--- src/design/hsv_to_rgb_convert_assert.svh ---
// Assertion macros for the HSV to RGB converter.
// No dependencies; included by design/hsv_to_rgb_convert.sv.
`ifndef HSV_TO_RGB_CONVERT_ASSERT_SVH
`define HSV_TO_RGB_CONVERT_ASSERT_SVH

// Condition must hold on every clock edge outside reset
`define HSV_ASSERT_ALWAYS(label, clk, rst, expr) \
   label: assert property (@(posedge clk) disable iff (rst) (expr)) \
      else $error("hsv_to_rgb_convert: check failed");

// Consequent must hold in the same cycle as the antecedent
`define HSV_ASSERT_IMPLY(label, clk, rst, ante, cons) \
   label: assert property (@(posedge clk) disable iff (rst) (ante) |-> (cons)) \
      else $error("hsv_to_rgb_convert: check failed");

// Consequent must hold in the cycle after the antecedent
`define HSV_ASSERT_NEXT(label, clk, rst, ante, cons) \
   label: assert property (@(posedge clk) disable iff (rst) (ante) |=> (cons)) \
      else $error("hsv_to_rgb_convert: check failed");

`endif

--- src/design/hsv2rgb_pkg.sv ---
// Shared types and constants of the HSV to RGB converter.
// No dependencies; used by design/hsv_to_rgb_convert.sv.
package hsv2rgb_pkg;

   // Input pixel word
   typedef struct packed {
      logic [15:0] hue;
      logic [7:0]  saturation;
      logic [7:0]  brightness;
   } req_word_type;

   // Output pixel word
   typedef struct packed {
      logic [7:0] red;
      logic [7:0] green;
      logic [7:0] blue;
   } rsp_word_type;

   // Hexcone sector of the hue
   typedef enum logic [2:0] {
      SECTOR_RED_UP    = 3'd0,
      SECTOR_GREEN_UP  = 3'd1,
      SECTOR_GREEN_DN  = 3'd2,
      SECTOR_BLUE_UP   = 3'd3,
      SECTOR_BLUE_DN   = 3'd4,
      SECTOR_RED_DN    = 3'd5
   } sector_type;

   // Whole degrees in a turn and in a sector
   localparam int unsigned DEG_TURN   = 360;
   localparam int unsigned DEG_SECTOR = 60;

   // Full scale of a channel byte
   localparam int unsigned FULL_SCALE = 255;

   // Divisor of the ramp channel after the hue fraction shift: 255 * 60
   localparam int unsigned RAMP_DIV = FULL_SCALE * DEG_SECTOR;

   // Reciprocals: floor(2^shift / divisor); estimate is exact or one low
   localparam logic [13:0] TURN_RECIP = 14'd11650;
   localparam int unsigned TURN_SHIFT = 22;
   localparam logic [16:0] LOW_RECIP  = 17'd65793;
   localparam int unsigned LOW_SHIFT  = 24;
   localparam logic [16:0] RAMP_RECIP = 17'd70179;
   localparam int unsigned RAMP_SHIFT = 30;

   // Width of whole degrees quotient and of the shifted ramp numerator
   localparam int unsigned TURN_QW = 8;
   localparam int unsigned RAMP_XW = 22;

endpackage

--- src/design/hsv_to_rgb_convert.sv ---
// Throughput one pixel per cycle while rsp_stall is low.
// Seven register stages; each stage loads whenever it is empty or the one after it moves,
// so bubbles close up and req_stall only rises when all stages hold a word and rsp stalls.
// The multipliers (turn reciprocal, v*(255-s), low reciprocal, s*k, v*n, ramp reciprocal)
// each sit alone between two stages and set the clock.
// Reset: synchronous, clears the stage valid bits only; data registers are not reset.
// Top level of the HSV to RGB converter; depends on hsv2rgb_pkg and
// hsv_to_rgb_convert_assert.svh.
`include "hsv_to_rgb_convert_assert.svh"

module hsv_to_rgb_convert #(
   parameter int unsigned HUE_FRAC_BITS = 6
) (
   input  logic                      clock,
   input  logic                      reset,
   input  logic                      req_valid,
   output logic                      req_stall,
   input  hsv2rgb_pkg::req_word_type req_data,
   output logic                      rsp_valid,
   input  logic                      rsp_stall,
   output hsv2rgb_pkg::rsp_word_type rsp_data
);

   // Derived widths
   localparam int unsigned QW      = 16 - HUE_FRAC_BITS;
   localparam int unsigned FW      = (HUE_FRAC_BITS > 0) ? HUE_FRAC_BITS : 1;
   localparam int unsigned SEC_W   = hsv2rgb_pkg::DEG_SECTOR << HUE_FRAC_BITS;
   localparam int unsigned KW      = $clog2(SEC_W + 1);
   localparam int unsigned NW      = $clog2(hsv2rgb_pkg::FULL_SCALE * SEC_W + 1);
   localparam int unsigned PW      = NW + 8;
   localparam int unsigned XW      = hsv2rgb_pkg::RAMP_XW;
   localparam int unsigned TQW     = hsv2rgb_pkg::TURN_QW;
   localparam logic [15:0] HUE_MASK = 16'((32'd1 << HUE_FRAC_BITS) - 32'd1);

   localparam int unsigned TS = hsv2rgb_pkg::TURN_SHIFT;
   localparam int unsigned LS = hsv2rgb_pkg::LOW_SHIFT;
   localparam int unsigned RS = hsv2rgb_pkg::RAMP_SHIFT;

   // Stage valid bits and load enables; stage 7 is the output register
   logic [7:1] stage_vld_ff;
   logic [7:1] stage_vld_in;
   logic [7:1] stage_en;

   // Load enable ripples back from the output through full stages; an empty stage always loads
   always_comb begin
      stage_en[7] = !stage_vld_ff[7] || !rsp_stall;
      for (int i = 6; i >= 1; i--) begin
         stage_en[i] = !stage_vld_ff[i] || stage_en[i + 1];
      end
      stage_vld_in[1] = stage_en[1] ? req_valid : stage_vld_ff[1];
      for (int i = 2; i <= 7; i++) begin
         stage_vld_in[i] = stage_en[i] ? stage_vld_ff[i - 1] : stage_vld_ff[i];
      end
   end

   always_ff @(posedge clock) begin
      if (reset) begin
         stage_vld_ff <= '0;
      end else begin
         stage_vld_ff <= stage_vld_in;
      end
   end

   assign req_stall = !stage_en[1];
   assign rsp_valid = stage_vld_ff[7];

   // ---------------- Stage 1: whole degrees and turn quotient estimate
   logic [QW-1:0]  q1_ff;
   logic [QW-1:0]  q1_in;
   logic [FW-1:0]  frac1_ff;
   logic [TQW-1:0] tq1_ff;
   logic [29:0]    tq_prod;
   logic [7:0]     s1_ff;
   logic [7:0]     v1_ff;

   assign q1_in   = QW'(req_data.hue >> HUE_FRAC_BITS);
   assign tq_prod = 30'(q1_in) * 30'(hsv2rgb_pkg::TURN_RECIP);

   always_ff @(posedge clock) begin
      if (stage_en[1]) begin
         q1_ff    <= q1_in;
         frac1_ff <= FW'(req_data.hue & HUE_MASK);
         tq1_ff   <= tq_prod[TS+TQW-1:TS];
         s1_ff    <= req_data.saturation;
         v1_ff    <= req_data.brightness;
      end
   end

   // ---------------- Stage 2: degrees mod 360, and v*(255-s)
   logic [16:0] trem_wide;
   logic [9:0]  trem;
   logic [8:0]  qm2_in;
   logic [8:0]  qm2_ff;
   logic [FW-1:0] frac2_ff;
   logic [15:0] y2_ff;
   logic [7:0]  s2_ff;
   logic [7:0]  v2_ff;

   assign trem_wide = 17'(q1_ff) - 17'(tq1_ff) * 17'(hsv2rgb_pkg::DEG_TURN);
   assign trem      = trem_wide[9:0];
   assign qm2_in    = (trem >= 10'(hsv2rgb_pkg::DEG_TURN))
                      ? 9'(trem - 10'(hsv2rgb_pkg::DEG_TURN)) : trem[8:0];

   always_ff @(posedge clock) begin
      if (stage_en[2]) begin
         qm2_ff   <= qm2_in;
         frac2_ff <= frac1_ff;
         y2_ff    <= 16'(v1_ff) * 16'(8'(8'd255 - s1_ff));
         s2_ff    <= s1_ff;
         v2_ff    <= v1_ff;
      end
   end

   // ---------------- Stage 3: sector, reflected position, low estimate
   hsv2rgb_pkg::sector_type sec3_in;
   hsv2rgb_pkg::sector_type sec3_ff;
   logic [8:0]    sec_base;
   logic [5:0]    deg_in_sec;
   logic [KW-1:0] pos;
   logic [KW-1:0] k3_in;
   logic [KW-1:0] k3_ff;
   logic [32:0]   low_prod;
   logic [7:0]    lowq3_ff;
   logic [15:0]   y3_ff;
   logic [7:0]    s3_ff;
   logic [7:0]    v3_ff;

   // Sector from five constant compares
   always_comb begin
      priority if (qm2_ff >= 9'd300) begin
         sec3_in  = hsv2rgb_pkg::SECTOR_RED_DN;
         sec_base = 9'd300;
      end else if (qm2_ff >= 9'd240) begin
         sec3_in  = hsv2rgb_pkg::SECTOR_BLUE_DN;
         sec_base = 9'd240;
      end else if (qm2_ff >= 9'd180) begin
         sec3_in  = hsv2rgb_pkg::SECTOR_BLUE_UP;
         sec_base = 9'd180;
      end else if (qm2_ff >= 9'd120) begin
         sec3_in  = hsv2rgb_pkg::SECTOR_GREEN_DN;
         sec_base = 9'd120;
      end else if (qm2_ff >= 9'd60) begin
         sec3_in  = hsv2rgb_pkg::SECTOR_GREEN_UP;
         sec_base = 9'd60;
      end else begin
         sec3_in  = hsv2rgb_pkg::SECTOR_RED_UP;
         sec_base = 9'd0;
      end
   end

   // Position within the sector, reflected in odd sectors
   assign deg_in_sec = 6'(qm2_ff - sec_base);
   assign pos        = (KW'(deg_in_sec) << HUE_FRAC_BITS) | KW'(frac2_ff);
   assign k3_in      = sec3_in[0] ? KW'(SEC_W) - pos : pos;
   assign low_prod   = 33'(y2_ff) * 33'(hsv2rgb_pkg::LOW_RECIP);

   always_ff @(posedge clock) begin
      if (stage_en[3]) begin
         sec3_ff  <= sec3_in;
         k3_ff    <= k3_in;
         lowq3_ff <= low_prod[LS+7:LS];
         y3_ff    <= y2_ff;
         s3_ff    <= s2_ff;
         v3_ff    <= v2_ff;
      end
   end

   // ---------------- Stage 4: ramp numerator n, low channel correction
   logic [15:0]   low_rem;
   logic [7:0]    low4_in;
   logic [13:0]   n_base;
   logic [NW-1:0] n4_in;
   logic [NW-1:0] n4_ff;
   logic [7:0]    low4_ff;
   hsv2rgb_pkg::sector_type sec4_ff;
   logic [7:0]    v4_ff;

   assign low_rem = y3_ff - 16'(lowq3_ff) * 16'(hsv2rgb_pkg::FULL_SCALE);
   assign low4_in = (low_rem >= 16'(hsv2rgb_pkg::FULL_SCALE)) ? lowq3_ff + 8'd1 : lowq3_ff;
   assign n_base  = 14'(8'(8'd255 - s3_ff)) * 14'(hsv2rgb_pkg::DEG_SECTOR);
   assign n4_in   = (NW'(n_base) << HUE_FRAC_BITS) + NW'(s3_ff) * NW'(k3_ff);

   always_ff @(posedge clock) begin
      if (stage_en[4]) begin
         n4_ff   <= n4_in;
         low4_ff <= low4_in;
         sec4_ff <= sec3_ff;
         v4_ff   <= v3_ff;
      end
   end

   // ---------------- Stage 5: v*n, drop the hue fraction scale
   logic [PW-1:0] vn_prod;
   logic [XW-1:0] x5_ff;
   logic [7:0]    low5_ff;
   hsv2rgb_pkg::sector_type sec5_ff;
   logic [7:0]    v5_ff;

   assign vn_prod = PW'(v4_ff) * PW'(n4_ff);

   always_ff @(posedge clock) begin
      if (stage_en[5]) begin
         x5_ff   <= XW'(vn_prod >> HUE_FRAC_BITS);
         low5_ff <= low4_ff;
         sec5_ff <= sec4_ff;
         v5_ff   <= v4_ff;
      end
   end

   // ---------------- Stage 6: ramp quotient estimate
   logic [39:0]   ramp_prod;
   logic [7:0]    rq6_ff;
   logic [XW-1:0] x6_ff;
   logic [7:0]    low6_ff;
   hsv2rgb_pkg::sector_type sec6_ff;
   logic [7:0]    v6_ff;

   assign ramp_prod = 40'(x5_ff) * 40'(hsv2rgb_pkg::RAMP_RECIP);

   always_ff @(posedge clock) begin
      if (stage_en[6]) begin
         rq6_ff  <= ramp_prod[RS+7:RS];
         x6_ff   <= x5_ff;
         low6_ff <= low5_ff;
         sec6_ff <= sec5_ff;
         v6_ff   <= v5_ff;
      end
   end

   // ---------------- Stage 7: ramp correction and channel routing
   logic [XW-1:0] ramp_rem;
   logic [7:0]    ramp;
   hsv2rgb_pkg::rsp_word_type rsp_data_in;
   hsv2rgb_pkg::rsp_word_type rsp_data_ff;

   assign ramp_rem = x6_ff - XW'(rq6_ff) * XW'(hsv2rgb_pkg::RAMP_DIV);
   assign ramp     = (ramp_rem >= XW'(hsv2rgb_pkg::RAMP_DIV)) ? rq6_ff + 8'd1 : rq6_ff;

   always_comb begin
      unique case (sec6_ff)
         hsv2rgb_pkg::SECTOR_RED_UP:   rsp_data_in = '{red: v6_ff,   green: ramp,    blue: low6_ff};
         hsv2rgb_pkg::SECTOR_GREEN_UP: rsp_data_in = '{red: ramp,    green: v6_ff,   blue: low6_ff};
         hsv2rgb_pkg::SECTOR_GREEN_DN: rsp_data_in = '{red: low6_ff, green: v6_ff,   blue: ramp};
         hsv2rgb_pkg::SECTOR_BLUE_UP:  rsp_data_in = '{red: low6_ff, green: ramp,    blue: v6_ff};
         hsv2rgb_pkg::SECTOR_BLUE_DN:  rsp_data_in = '{red: ramp,    green: low6_ff, blue: v6_ff};
         default:                      rsp_data_in = '{red: v6_ff,   green: low6_ff, blue: ramp};
      endcase
   end

   always_ff @(posedge clock) begin
      if (stage_en[7]) begin
         rsp_data_ff <= rsp_data_in;
      end
   end

   assign rsp_data = rsp_data_ff;

   // ---------------- Checks
   `HSV_ASSERT_IMPLY(a_hue_reduced, clock, reset, stage_vld_ff[2], qm2_ff < 9'd360)
   `HSV_ASSERT_IMPLY(a_low_est_close, clock, reset, stage_vld_ff[3], low_rem < 16'd510)
   `HSV_ASSERT_IMPLY(a_ramp_est_close, clock, reset, stage_vld_ff[6], ramp_rem < XW'(30600))
   `HSV_ASSERT_NEXT(a_stage_holds, clock, reset, stage_vld_ff[6] && !stage_en[6], stage_vld_ff[6])
   `HSV_ASSERT_IMPLY(a_stall_source, clock, reset, req_stall, rsp_valid && rsp_stall)

endmodule

--- config.mk ---
export PLATFORM = sky130hd
export DESIGN_NAME = hsv_to_rgb_convert
export DESIGN_NICKNAME = d
export VERILOG_FILES = /design/src/design/hsv2rgb_pkg.sv /design/src/design/hsv_to_rgb_convert.sv
export VERILOG_INCLUDE_DIRS = /design/src /design/src/design
export SDC_FILE = /design/constraint.sdc
export NUM_CORES = 2
export LEC_CHECK = 0
export BUFFER_PORTS_ARGS = -buffer_cell sky130_fd_sc_hd__buf_2
export CAP_MARGIN = 20
export CORE_MARGIN = 3
export CORE_UTILIZATION = 56
export DETAILED_ROUTE_END_ITERATION = 8
export GPL_ROUTABILITY_DRIVEN = 0
export GPL_TIMING_DRIVEN = 0
export PLACE_DENSITY = 0.72
export SKIP_CTS_REPAIR_TIMING = 1
export SLEW_MARGIN = 20
export SYNTH_ARGS = -nofsm -noshare
export SYNTH_HDL_FRONTEND = slang
export SYNTH_SLANG_ARGS = --single-unit
--- constraint.sdc ---
create_clock -name clock -period 9.1 [get_ports clock]
set_clock_uncertainty 0.1 [all_clocks]
set_input_delay 1.365 -clock clock [delete_from_list [all_inputs] [get_ports clock]]
set_output_delay 1.365 -clock clock [all_outputs]
set_load 0.02 [all_outputs]
==> impl_metrics.yaml <==
synthesis:
  ys.flop_type: "edfxtp_1"
  synth_nets: 3949
  synth_compound_area_frac: 0.07898
  synth_top_family_by_area: "adder cells"
  syn-cell-area_sq_um: 32380
  synth_edf_count: 287
  yosys_warnings: 0
  synth_top_cells_by_area: "edfxtp_1 (27%), fa_1 (23%), ha_1 (19%)"
  syn_area_per_cell_sq_um: 10.67
  synthAdderAreaFrac: 0.4273
  synthMuxAreaShare: 0.003825
  synthArstFlopShare: 0
  synth-simple-area-share: 0.1068
  ys_types: 83
  synth.most_common_cell: "inv_1"
  synthCells: 3035
  ys_seq_area_frac: 0.2705
  yosys-top-cells-count: "inv_1 (618), ha_1 (498), fa_1 (380)"
  synth_top_area_cell: "edfxtp_1"
  yosysTopAreaCellShare: 0.2661
  synthXorXnorAreaFrac: 0.03381
  ys_ff_latch: 294
timing:
  setup_viol: 0
  max_slew_margin: 0.4441
  setup_ws_ns: 0.7449
  fin_crit_sh: 0.9181
  tightest_slew_ns: 0.8263
  hold_viol: 0
  tns_ns: 0
  rsz0062_at_grt: "false"
  min_period_ns: 8.355
  drv_slew: 0
  fmax_mhz: 119.7
outcome:
  outcome: "complete, no violations"
floorplanning:
  rows: 87
  die_w_um: 246.5
  die_h_um: 246.5
  core_sq_um: 56820
  dieArea_sq_um: 60750
  ioPinCount: 62
  initial_core_util: 0.5699
global_route:
  grt_pass1_vias: 22757
  grt_first_pass_wirelength_um: 110100
  grt_max_degree: 56
  grt.total_usage: 0.2221
  overflow: 0
  antenna_found_initial: 0
clock_tree:
  cts_tree: "yes"
  path_clk_slew_ns: 0.06
  htree_num_levels: 2
  cts_buffers: 35
  cts_sinks: 294
  clockRootBuffer: "clkbuf_16"
  insertion_delay_ns: 0.55
  clockBufferDepth: 3
worst_setup_path:
  crit_path_frequent_cell: "fa_1"
  critical_path_arrival_ns: 8.52
  crit_slowest_cell: "fa_1"
  slowest_delay_ns: 0.74
  r2r_cells: 27
  cp-start-kind: "flip-flop"
  required_ns: 9.26
  endpoint_kind: "flip-flop"
  path_max_fanout: 10
  r2r_slack_ns: 0.74
  path_class: "flip-flop to flip-flop"
place:
  dpl_worst_slack_ns: 0.8416
  port_buffers: 61
  dp_hpwl_um: 53680
detailed_routing:
  wirelength_um: 64840
  drcViolationCount: 0
  drt_iter0_markers: 1141
  drtAntennaViolNets: 0
  vias: 21489
  wl_per_cell_um: 16.55
  drt_first_pass_iters: 5
  viasPerCell: 5.483
layout:
  drive_gt1_frac: 0.05153
  area_growth_pct: 7.867
  fillers: 4522
  fin_nets: 4051
  diodes: 0
job:
  timing.max_cap.violations: 0
hold_path:
  hold_depth: 0
  min_path_type: "flip-flop to flip-flop"
critical path: cells and delay by family (launching register included):
family / cells / cell delay [ns]
AOI/OAI and AO/OA: 9 / 2.12
DFF: 1 / 0.65
and+or+nand+nor: 5 / 1.27
adders and majority gates: 6 / 2.95
buffers and inverters: 4 / 0.53
xor gates and xnor gates: 2 / 0.41
muxes: 1 / 0.06
flip-flops by register name, indices dropped and copies added, names as in the netlist, 9 cells and up:
signal / cells
k3_ff: 12
n4_ff: 20
q1_ff: 10
qm2_ff: 9
rsp_data: 24
x5_ff: 22
x6_ff: 20
y2_ff: 16
y3_ff: 16
area by class of cell:
| type | instances | area (sq um) | area share |
|---|---|---|---|
| buffer | 48 | 227.7 | 0.006519 |
| timing repair buffer | 65 | 382.9 | 0.01096 |
| clock buffer | 44 | 960.9 | 0.02751 |
| multi-input combinational | 2074 | 21100 | 0.6040 |
| inverter | 619 | 2323 | 0.06652 |
| clock inverter | 19 | 232.7 | 0.006663 |
| tap | 756 | 945.9 | 0.02708 |
| sequential | 294 | 8758 | 0.2507 |
placed cells by master (no fill, tap or decap), drive strengths merged, types with 9 or more instances in the layout:
cell,instances
mux2i,9
o21a,21
fa,380
buf,75
nand2,203
clkinv,15
a21oi,104
and3,13
nand2b,48
o22ai,9
ha,498
and2,140
o31ai,9
a31oi,13
or3,10
clkbuf,81
a211oi,17
xor2,33
o21ai,83
xnor2,92
nor2,100
o21bai,9
edfxtp,287
nor2b,53
a21boi,9
a21o,43
inv,619
nor3,25
nand3,34
logic make-up (layout without fill, tap and decap cells):
kind of cell	after synthesis	in the layout
and+or+nand+nor	672	672
AOI/OAI and AO/OA	387	387
muxes	12	12
DFF	294	294
xor gates and xnor gates	125	125
adders and majority gates	878	878
buffers and inverters	667	795
metal layers:
metal,vias up,routed length (um),GRT usage
li1,10201,-,-
met3,124,3539,0.02873
met4,0,1732,0.06716
met2,604,31980,0.3844
met1,10560,27590,0.2923
met5,-,0,0
per-stage QoR:
step / cell area, sq um / cells / hold WS, ns / util
5_1_grt: 34930 / 3919 / 0.3120 / 0.6147
6_report: 34930 / 3919 / 0.3106 / 0.6147
4_1_cts: 34930 / 3919 / 0.3064 / 0.6147
2_1_floorplan: 32380 / 3035 / 0.3003 / -
3_5_place_dp: 33730 / 3856 / 0.3045 / 0.5937
3_3_place_gp: 33630 / 3852 / 0.3011 / 0.5919
path summary, 6_finish.rpt:
kind	end	start
min reg2reg	v3_ff[5]	v2_ff[5]
max reg2reg	rsp_data[21]	rq6_ff[5]
max	rsp_data[21]	rq6_ff[5]
min	v3_ff[5]	v2_ff[5]
Power is not shown: default switching activity piles up to over one toggle a cycle in this logic, so the estimate is an artifact.
